**src/rth_pkg.sv**
```systemverilog
package rth_pkg;

	localparam int PIX_W     = 8;
	localparam int DIV_STEPS = 8;
	localparam int SAT_NW    = 16;
	localparam int HUE_NW    = 19;
	localparam int HUE_DW    = 11;
	localparam int HUE_MW    = 12;

	typedef enum logic [1:0] {
		SEC_RED,
		SEC_GREEN,
		SEC_BLUE
	} sector_t;

	typedef struct packed {
		logic [SAT_NW-1:0] num_sat;
		logic [PIX_W-1:0]  den_sat;
		logic [HUE_NW-1:0] num_hue;
		logic [HUE_DW-1:0] den_hue;
		logic [PIX_W-1:0]  bright;
	} div_req_t;

	typedef struct packed {
		logic [SAT_NW-1:0] rem_sat;
		logic [PIX_W-1:0]  den_sat;
		logic [PIX_W-1:0]  q_sat;
		logic [HUE_NW-1:0] rem_hue;
		logic [HUE_DW-1:0] den_hue;
		logic [PIX_W-1:0]  q_hue;
		logic [PIX_W-1:0]  bright;
	} div_stage_t;

	typedef struct packed {
		logic [PIX_W-1:0] hue;
		logic [PIX_W-1:0] saturation;
		logic [PIX_W-1:0] brightness;
	} hsv_t;

endpackage

```
**src/rth_if.sv**
```systemverilog
interface rth_pix_in_if;
	logic       valid;
	logic       ready;
	logic [7:0] blue;
	logic [7:0] green;
	logic [7:0] red;

	modport source (output valid, blue, green, red, input ready);
	modport sink (input valid, blue, green, red, output ready);
endinterface

interface rth_pix_out_if;
	logic       valid;
	logic       ready;
	logic [7:0] hue;
	logic [7:0] saturation;
	logic [7:0] brightness;

	modport source (output valid, hue, saturation, brightness, input ready);
	modport sink (input valid, hue, saturation, brightness, output ready);
endinterface

```
**src/rth_div.sv**
```systemverilog
module rth_div (
	input  logic              clk,
	input  logic              arst_n,
	input  logic              req_valid,
	output logic              req_ready,
	input  rth_pkg::div_req_t req,
	output logic              res_valid,
	input  logic              res_ready,
	output rth_pkg::hsv_t     res
);
	import rth_pkg::*;

	div_stage_t st_s  [DIV_STEPS];
	logic       vld_s [DIV_STEPS];
	logic       adv   [DIV_STEPS+1];

	assign adv[DIV_STEPS] = res_ready;

	for (genvar k = 0; k < DIV_STEPS; k++) begin : g_step
		localparam int Sh = DIV_STEPS - 1 - k;

		div_stage_t        src;
		logic              src_vld;
		div_stage_t        nxt;
		logic [SAT_NW-1:0] dsh_sat;
		logic [HUE_NW-1:0] dsh_hue;
		logic              ge_sat;
		logic              ge_hue;

		if (k == 0) begin : g_first
			assign src_vld     = req_valid;
			assign src.rem_sat = req.num_sat;
			assign src.den_sat = req.den_sat;
			assign src.q_sat   = '0;
			assign src.rem_hue = req.num_hue;
			assign src.den_hue = req.den_hue;
			assign src.q_hue   = '0;
			assign src.bright  = req.bright;
		end else begin : g_next
			assign src_vld = vld_s[k-1];
			assign src     = st_s[k-1];
		end

		assign adv[k] = !vld_s[k] || adv[k+1];

		always_comb begin
			dsh_sat = SAT_NW'(src.den_sat) << Sh;
			dsh_hue = HUE_NW'(src.den_hue) << Sh;
			ge_sat  = src.rem_sat >= dsh_sat;
			ge_hue  = src.rem_hue >= dsh_hue;
			nxt         = src;
			nxt.rem_sat = ge_sat ? src.rem_sat - dsh_sat : src.rem_sat;
			nxt.rem_hue = ge_hue ? src.rem_hue - dsh_hue : src.rem_hue;
			nxt.q_sat   = {src.q_sat[PIX_W-2:0], ge_sat};
			nxt.q_hue   = {src.q_hue[PIX_W-2:0], ge_hue};
		end

		always_ff @(posedge clk or negedge arst_n) begin
			if (!arst_n) begin
				vld_s[k] <= 1'b0;
			end else if (adv[k]) begin
				vld_s[k] <= src_vld;
			end
		end

		always_ff @(posedge clk) begin
			if (adv[k]) begin
				st_s[k] <= nxt;
			end
		end
	end

	assign req_ready      = adv[0];
	assign res_valid      = vld_s[DIV_STEPS-1];
	assign res.hue        = st_s[DIV_STEPS-1].q_hue;
	assign res.saturation = st_s[DIV_STEPS-1].q_sat;
	assign res.brightness = st_s[DIV_STEPS-1].bright;

endmodule

```
**src/rgb_to_hsv_8bit_top.sv**
```systemverilog
// order: input beat -> stage 1 -> stage 2 -> divider stages -> result beat
// throughput: one pixel per cycle when not stalled; two front stages, then
// one quotient bit per stage for both divides through eight divider stages
// reset: arst_n clears every valid bit at once, no item survives reset
module rgb_to_hsv_8bit_top (
	input logic          clk,
	input logic          arst_n,
	rth_pix_in_if.sink   pix_in,
	rth_pix_out_if.source pix_out
);
	import rth_pkg::*;

	// stage 1: max, min, range and sector
	logic [PIX_W-1:0] max_s1, min_s1, d_s1;
	logic [PIX_W-1:0] r_s1, g_s1, b_s1;
	sector_t          sec_s1;
	logic             vld_s1;

	// stage 2: divider operands
	div_req_t req_s2;
	logic     vld_s2;

	logic adv_s1, adv_s2, div_ready;
	hsv_t res;

	logic [PIX_W-1:0] mx, mn;
	sector_t          sec;

	always_comb begin
		mx = pix_in.blue;
		mn = pix_in.blue;
		if (pix_in.green > mx) mx = pix_in.green;
		if (pix_in.red > mx) mx = pix_in.red;
		if (pix_in.green < mn) mn = pix_in.green;
		if (pix_in.red < mn) mn = pix_in.red;
		if (mx == pix_in.red) begin
			sec = SEC_RED;
		end else if (mx == pix_in.green) begin
			sec = SEC_GREEN;
		end else begin
			sec = SEC_BLUE;
		end
	end

	assign adv_s2       = !vld_s2 || div_ready;
	assign adv_s1       = !vld_s1 || adv_s2;
	assign pix_in.ready = adv_s1;

	always_ff @(posedge clk or negedge arst_n) begin
		if (!arst_n) begin
			vld_s1 <= 1'b0;
		end else if (adv_s1) begin
			vld_s1 <= pix_in.valid;
		end
	end

	always_ff @(posedge clk) begin
		if (adv_s1) begin
			max_s1 <= mx;
			min_s1 <= mn;
			d_s1   <= mx - mn;
			r_s1   <= pix_in.red;
			g_s1   <= pix_in.green;
			b_s1   <= pix_in.blue;
			sec_s1 <= sec;
		end
	end

	// hue numerator m, wrapped into 0..6d-1
	logic signed [HUE_MW-1:0] m_raw, m_wrap;
	logic        [HUE_DW-1:0] six_d, m_u;
	div_req_t                 req;

	always_comb begin
		six_d = {1'b0, d_s1, 2'b00} + {2'b00, d_s1, 1'b0};
		case (sec_s1)
			SEC_RED:   m_raw = $signed({4'b0, g_s1}) - $signed({4'b0, b_s1});
			SEC_GREEN: m_raw = $signed({3'b0, d_s1, 1'b0}) + $signed({4'b0, b_s1})
			                   - $signed({4'b0, r_s1});
			SEC_BLUE:  m_raw = $signed({2'b0, d_s1, 2'b00}) + $signed({4'b0, r_s1})
			                   - $signed({4'b0, g_s1});
			default:   m_raw = '0;
		endcase
		m_wrap = m_raw[HUE_MW-1] ? m_raw + $signed({1'b0, six_d}) : m_raw;
		m_u    = m_wrap[HUE_DW-1:0];

		req.num_hue = {m_u, 8'b0} - {8'b0, m_u};
		req.den_hue = (d_s1 == '0) ? HUE_DW'(1) : six_d;
		req.num_sat = {d_s1, 8'b0} - {8'b0, d_s1};
		req.den_sat = (max_s1 == '0) ? PIX_W'(1) : max_s1;
		req.bright  = max_s1;
	end

	always_ff @(posedge clk or negedge arst_n) begin
		if (!arst_n) begin
			vld_s2 <= 1'b0;
		end else if (adv_s2) begin
			vld_s2 <= vld_s1;
		end
	end

	always_ff @(posedge clk) begin
		if (adv_s2) begin
			req_s2 <= req;
		end
	end

	rth_div u_div (
		.clk       (clk),
		.arst_n    (arst_n),
		.req_valid (vld_s2),
		.req_ready (div_ready),
		.req       (req_s2),
		.res_valid (pix_out.valid),
		.res_ready (pix_out.ready),
		.res       (res)
	);

	assign pix_out.hue        = res.hue;
	assign pix_out.saturation = res.saturation;
	assign pix_out.brightness = res.brightness;

	a_min_le_max: assert property (@(posedge clk) disable iff (!arst_n)
		vld_s1 |-> (min_s1 <= max_s1) && (d_s1 == max_s1 - min_s1))
		else $error("stage 1 range inconsistent");

	a_black: assert property (@(posedge clk) disable iff (!arst_n)
		pix_out.valid && (pix_out.brightness == '0)
		|-> (pix_out.saturation == '0) && (pix_out.hue == '0))
		else $error("black pixel with nonzero hue or saturation");

	a_hue_range: assert property (@(posedge clk) disable iff (!arst_n)
		pix_out.valid |-> (pix_out.hue != 8'hFF))
		else $error("hue reached 255");

	a_wrap: assert property (@(posedge clk) disable iff (!arst_n)
		vld_s1 |-> !m_wrap[HUE_MW-1] && ({1'b0, m_u} <= {1'b0, six_d}))
		else $error("hue numerator outside its range");

endmodule
```
**src/flat_wrapper.sv**
```systemverilog
// flat-port wrapper written by rule: the top's interface ports become plain ports
module rgb_to_hsv_8bit_top_flat import rth_pkg::*;
  (clk, arst_n, pix_in_valid, pix_in_blue, pix_in_green, pix_in_red, pix_in_ready, pix_out_valid, pix_out_hue, pix_out_saturation, pix_out_brightness, pix_out_ready);
  rth_pix_in_if pix_in_i ();
  rth_pix_out_if pix_out_i ();
  input logic clk;
  input logic arst_n;
  input wire logic [$bits(pix_in_i.valid)-1:0] pix_in_valid;
  input wire logic [$bits(pix_in_i.blue)-1:0] pix_in_blue;
  input wire logic [$bits(pix_in_i.green)-1:0] pix_in_green;
  input wire logic [$bits(pix_in_i.red)-1:0] pix_in_red;
  output wire logic [$bits(pix_in_i.ready)-1:0] pix_in_ready;
  output wire logic [$bits(pix_out_i.valid)-1:0] pix_out_valid;
  output wire logic [$bits(pix_out_i.hue)-1:0] pix_out_hue;
  output wire logic [$bits(pix_out_i.saturation)-1:0] pix_out_saturation;
  output wire logic [$bits(pix_out_i.brightness)-1:0] pix_out_brightness;
  input wire logic [$bits(pix_out_i.ready)-1:0] pix_out_ready;
  assign pix_in_i.valid = pix_in_valid;
  assign pix_in_i.blue = pix_in_blue;
  assign pix_in_i.green = pix_in_green;
  assign pix_in_i.red = pix_in_red;
  assign pix_in_ready = pix_in_i.ready;
  assign pix_out_valid = pix_out_i.valid;
  assign pix_out_hue = pix_out_i.hue;
  assign pix_out_saturation = pix_out_i.saturation;
  assign pix_out_brightness = pix_out_i.brightness;
  assign pix_out_i.ready = pix_out_ready;
  rgb_to_hsv_8bit_top u_core (.clk(clk), .arst_n(arst_n), .pix_in(pix_in_i), .pix_out(pix_out_i));
endmodule
```
**config.mk**
```make
export PLATFORM = sky130hd
export DESIGN_NAME = rgb_to_hsv_8bit_top_flat
export DESIGN_NICKNAME = d
export VERILOG_FILES = /design/src/rth_pkg.sv /design/src/rth_if.sv /design/src/rth_div.sv /design/src/rgb_to_hsv_8bit_top.sv /design/src/flat_wrapper.sv
export SDC_FILE = /design/constraint.sdc
export NUM_CORES = 1
export LEC_CHECK = 0
export ABC_AREA = 1
export BUFFER_PORTS_ARGS = -buffer_cell sky130_fd_sc_hd__buf_2
export CAP_MARGIN = 25
export CORE_ASPECT_RATIO = 1.25
export CORE_MARGIN = 2
export CORE_UTILIZATION = 30
export CTS_CLUSTER_SIZE = 40
export DETAILED_ROUTE_END_ITERATION = 12
export PLACE_DENSITY_LB_ADDON = 0.25
export SYNTH_ARGS = -nofsm -noshare
export SYNTH_HDL_FRONTEND = slang
export SYNTH_SLANG_ARGS = --single-unit
```
**constraint.sdc**
```tcl
create_clock -name clk -period 16.1 [get_ports clk]
set_input_delay 0 -clock clk [delete_from_list [all_inputs] [get_ports clk]]
set_output_delay 0 -clock clk [all_outputs]
set_load 0.01 [all_outputs]
```
**Word level (Yosys, flattened, before mapping)**

Memory sizes are Yosys's and may differ from the RTL's.
Index checks and enable logic that the tools add are counted.

- Memory bits (writable): 624
- Memories kept: 1
- Output and inout bits: 26
- Register bits: 114

- Reductions and logical operators: 23
- Magnitude comparators: 20
- Muxes and demuxes: 39
- Add/subtract/negate cells: 26
- Eq/ne operators: 4

Memories:

| memory | depth | width | read ports | clocked after Yosys merged registers in | write ports | RTL line | source |
|---|---|---|---|---|---|---|---|
| u_core.u_div.st_s | 8 | 78 | 8 | 0 | 8 | rth_div.sv:13 | `div_stage_t st_s [DIV_STEPS];` |

Operator list:

| cell | count |
|---|---|
| 2-to-1 mux 19 bit | 8 |
| 2-to-1 mux 16 bit | 8 |
| subtractor 19 x 11 -> 19 bit | 2 |
| one-hot mux 12 bit (3 select lines) | 1 |
| 2-to-1 mux 8 bit | 4 |
| subtractor 16 x 8 -> 16 bit | 2 |
| subtractor 12 x 9 -> 12 bit | 2 |
| greater-or-equal comparator 19 x 11 -> 1 bit | 1 |
| greater-or-equal comparator 19 x 12 -> 1 bit | 1 |
| greater-or-equal comparator 19 x 13 -> 1 bit | 1 |
| greater-or-equal comparator 19 x 14 -> 1 bit | 1 |
| greater-or-equal comparator 19 x 15 -> 1 bit | 1 |
| greater-or-equal comparator 19 x 16 -> 1 bit | 1 |
| greater-or-equal comparator 19 x 17 -> 1 bit | 1 |
| greater-or-equal comparator 19 x 18 -> 1 bit | 1 |
| subtractor 19 x 12 -> 19 bit | 1 |
| subtractor 19 x 13 -> 19 bit | 1 |
| subtractor 19 x 14 -> 19 bit | 1 |
| subtractor 19 x 15 -> 19 bit | 1 |
| subtractor 19 x 16 -> 19 bit | 1 |
| subtractor 19 x 17 -> 19 bit | 1 |
| subtractor 19 x 18 -> 19 bit | 1 |
| == test 8 bit | 2 |
| greater-or-equal comparator 16 x 10 -> 1 bit | 1 |
| 31 further kinds | 67 |

**Longest topological paths before layout**

- Depth after elaboration: 11
- Gate-level depth with buffers: 34
- Gate-level depth less buffers: 34

**By module**

A second synthesis with hierarchy kept.

- Cells, all modules: 3969
- Area total of the unflattened synthesis: 36617.6 um2

By module, submodules not included:

| module | times used | cells each | area an instance (um2) |
|---|---|---|---|
| rth_div | 1 | 2862 | 27885.5 |
| rgb_to_hsv_8bit_top | 1 | 1107 | 8732.1 |

**Least setup slack after synthesis**

OpenSTA, ideal clock, no wires.

- Path kind: register to register
- From: reg u_core.u_div.vld_s, in the netlist u_core.u_div.res_valid
- To: reg u_core.req_s2[0] in the netlist's numbering, enable pin
- Setup time: 0.416 ns
- Path slack: 2.546 ns
- Buffers on the path: 0
- Period minus slack after synthesis: 13.554 ns
- Required time: 15.684 ns
- Data arrival time: 13.137 ns
- Stages on the path, launching flop included: 20
- Cell sequence: dfrtp_1 > inv_1 > nor2_1 > inv_1 > nor2_1 > inv_1 > nor2_1 > inv_1 > nor2_1 > inv_1 > nor2_1 > inv_1 > nor2_1 > inv_1 > nor2_1 > inv_1 > nor2_1 > inv_1 > nor2_1 > inv_1

RTL lines:

| what | RTL line | source |
|---|---|---|
| start, declared | rth_div.sv:14 | `logic vld_s [DIV_STEPS];` |
| start signal, assigned by index | rth_div.sv:62 | `vld_s[k] <= src_vld;` |
| end signal, assigned | rgb_to_hsv_8bit_top.sv:104 | `req_s2 <= req;` |
| end, declared | rgb_to_hsv_8bit_top.sv:20 | `div_req_t req_s2;` |

==> run metrics <==
run status=completed; post-CTS resize count=0; Slew HR=about 28%; CTS root buffer=clkbuf_16; dpl cells=between 4000 and 5000; maxcap violations=0; post-DP HPWL=between 50000 and 60000 microns; HP Class=primary input to flip-flop; clock slew at the register clock pins of the worst setup and hold paths=about 60 ps; worst-path fanout max=8; Worst Skew=26.2 ps; Routed Antenna Nets=0; Hold Vio Cnt, Final=0; Starting DRT DRC Count=approximately 940; met3 global-route usage=under 10%; Area growth syn-to-layout=13.5%; Row Count=roughly 140; crit path kind=flip-flop to flip-flop; minimum clock period=5460 ps; sequential fraction of the synthesis area=a little under three fifths; Post-route DRC=0; clk sinks=roughly 630; number of flops mapped to enable cells by yosys=~600; Final Non-Filler Cells=approximately 4700; Worst setup startpoint=u_core.d_s1[0]$_DFFE_PP_; GR peak layer=met2; Starting Density=30.1%; Synth area leaders=edfxtp_1 56%, ha_1 9.4%, nand2_1 5.8%, inv_1 5.1%, a21oi_1 3.3%; worst skew pair latency=610 ps; Final Setup Violations=0; library cells used by synthesis=slightly above 60; CTS tree=built; M1 GR Usage=12.6%; Setup TNS=0 ps; die width=301 microns; core area=approximately 110000 sq um; post-route cell area=~37000 sq um; GPL Wtd Cong=around 0.86; routed length per instance=between 10 and 15 microns; final worst slack=about 11000 ps; Synth Warn #=0; Synth Flop Type=edfxtp_1; max frequency=183 MHz; Syn Nets=3388; Seq cells post-synth=~630; GR Util met2=between 20 and 25%; post-synth top area share=between 50% and 60%; largest net degree at the start of global routing=76; first-pass GRT wire length=about 110000 microns; total CTS buffers=approximately 70; H-tree depth=3; vias in the first global route=about 21000; via count=between 20000 and 25000; CP required=roughly 16000 ps; gr usage total=a little under an eighth; CP Launch Type=flip-flop; Synth Instances=between 3000 and 4000; nets=around 3500; share of post-route cells with drive strength above 1=7.33%; setup bufs post-CTS=0; Post-DP Area=between 30000 and 40000 sq um; Synth Cell Area=33000 sq um; Die Ht=375 microns; Final Routed Wirelength=approximately 65000 microns; hold buffers post-CTS=27; TritonRoute pass-1 iters=7; Hold Crit Start=pix_out_ready; antenna violations before repair=0; # fillers=roughly 11000; clock buffer depth=3; Buffers on Ports=53; Via density=4.41; Crit path arrival time=between 5000 and 6000 ps; I/O pin cnt=54; Synth async-reset ratio=under 10%; worst slew pin tran=between 1000 and 1500 ps; Max Slew Vio Count=0; syn avg cell area=around 11 sq um; total global routing overflow=0; Critical Path End Type=flip-flop; Reg2Reg Launch Point=u_core.d_s1[0]$_DFFE_PP_; RSZ-0062 raised after global routing=no; die footprint=113000 sq um; Yosys top cell by area=edfxtp_1; Antenna diodes=0; DP Worst Slack=10690 ps; Tcrit/Tclk final=between 30% and 40%
## cells by family (layout without fill, tap and decap cells)
kind of cell	after synthesis	after routing	share of synthesized area [%]
adders and majority gates	269	269	10.7
buffers and inverters	492	673	5.67
and+or+nand+nor	994	994	13.1
DFF	628	628	56.9
muxes	2	2	0.0644
AOI/OAI and AO/OA	517	517	8.54
xor gates and xnor gates	189	189	5.01
## final timing paths
check | to | slack (ps) | depth (start not counted)
min reg2reg | u_core.u_div.st_s[1][6]$_DFFE_PP_ | 400 | 0
max reg2reg | u_core.req_s2[37]$_DFFE_PP_ | 10640 | 26
min | u_core.u_div.res_valid$_DFFE_PN0P_ | 40 | 5
max | u_core.req_s2[37]$_DFFE_PP_ | 10640 | 26
max in group asynchronous | u_core.u_div.g_step[7].src_vld$_DFFE_PN0P_ | 15150 | 3
min in group asynchronous | u_core.u_div.g_step[1].src_vld$_DFFE_PN0P_ | 520 | 3
## sequential cells by signal, indices dropped and copies added, names as in the netlist
register,count
u_core.b_s1,8
u_core.d_s1,8
u_core.g_s1,8
u_core.max_s1,8
u_core.r_s1,8
u_core.req_s2,62
u_core.sec_s1,2
u_core.u_div.g_step.src_vld,7
u_core.u_div.res_valid,1
u_core.u_div.st_s,514
u_core.vld_s1,1
u_core.vld_s2,1
## synth_stat cells, types with 5 or more instances
cell type  count
edfxtp_1     618
nand2_1      514
inv_1        450
ha_1         247
a21oi_1      215
nor2_1       206
o21ai_0      200
xor2_1       118
nand3_1       96
xnor2_1       71
nand4_1       37
nor3_1        31
nand2_2       26
clkbuf_1      23
nor4_1        23
fa_1          22
or2_2         18
o21ai_1       14
a31oi_1       13
nand3b_1      12
a21o_1        11
dfrtp_1       10
o211ai_1      10
o21a_1         9
buf_2          8
a211oi_1       6
a21boi_0       6
nor2_2         6
o21bai_1       6
nand3_2        5
## cells in the final DEF (no fill, tap or decap), types with 14 or more instances in the layout
master	n
nand4_1	37
nor3_1	31
nand2_2	27
a21oi_1	215
clkbuf_16	72
clkinv_1	17
nor4_1	23
inv_1	442
o21ai_1	14
or2_2	18
xnor2_1	71
xor2_1	118
nand3_1	96
ha_1	247
nand2_1	513
fa_1	22
o21ai_0	200
dlygate4sd3_1	27
edfxtp_1	618
buf_2	53
nor2_1	206
clkbuf_1	17
## worst max-delay path, stage by stage, from the launching register on
cell and delay [ps]:
edfxtp_1 570, ha_1 250, inv_1 60, fa_1 420
o31ai_1 330, xnor2_1 160, inv_1 60, ha_1 350
a21oi_1 150, o21ai_0 80, a21oi_1 200, xor2_1 100
o211ai_1 280, ha_1 340, a21oi_1 150, o21ai_0 90
a21oi_1 160, xor2_1 160, nand2_1 70, nand2_1 120
ha_1 290, a21oi_1 280, nand2_1 130, a21oi_2 210
nand3_1 90, nand2_1 70, nand2_1 50
## per-stage QoR
step	hold slack, ps	util (%)
CTS	18.4	34.2
global route	80.6	34.2
floorplan	-296	-
global placement	-79.9	32.0
detailed placement	-80.7	32.0
finish	42.8	34.2
## layer usage
metal / up-vias / part of all wire (%)
met2: 253 / 54
met1: 9538 / 40
met5: - / 0
li1: 10900 / -
met3: 126 / 2.7
met4: 0 / 3.5
## area by class of cell
| cell class | instances | area (sq um) | area share (%) |
|---|---|---|---|
| multi-input combinational | 1971 | 12400 | 33.0 |
| inverter | 456 | 1710 | 4.57 |
| clock buffer | 90 | 1880 | 5.01 |
| tap | 1449 | 1810 | 4.84 |
| timing repair buffer | 94 | 653 | 1.74 |
| clock inverter | 33 | 262 | 0.698 |
| sequential | 628 | 18800 | 50.2 |
Power is left out: the tool's default activity adds up to more than one toggle a clock period on the data nets, which glitch-free logic cannot reach.
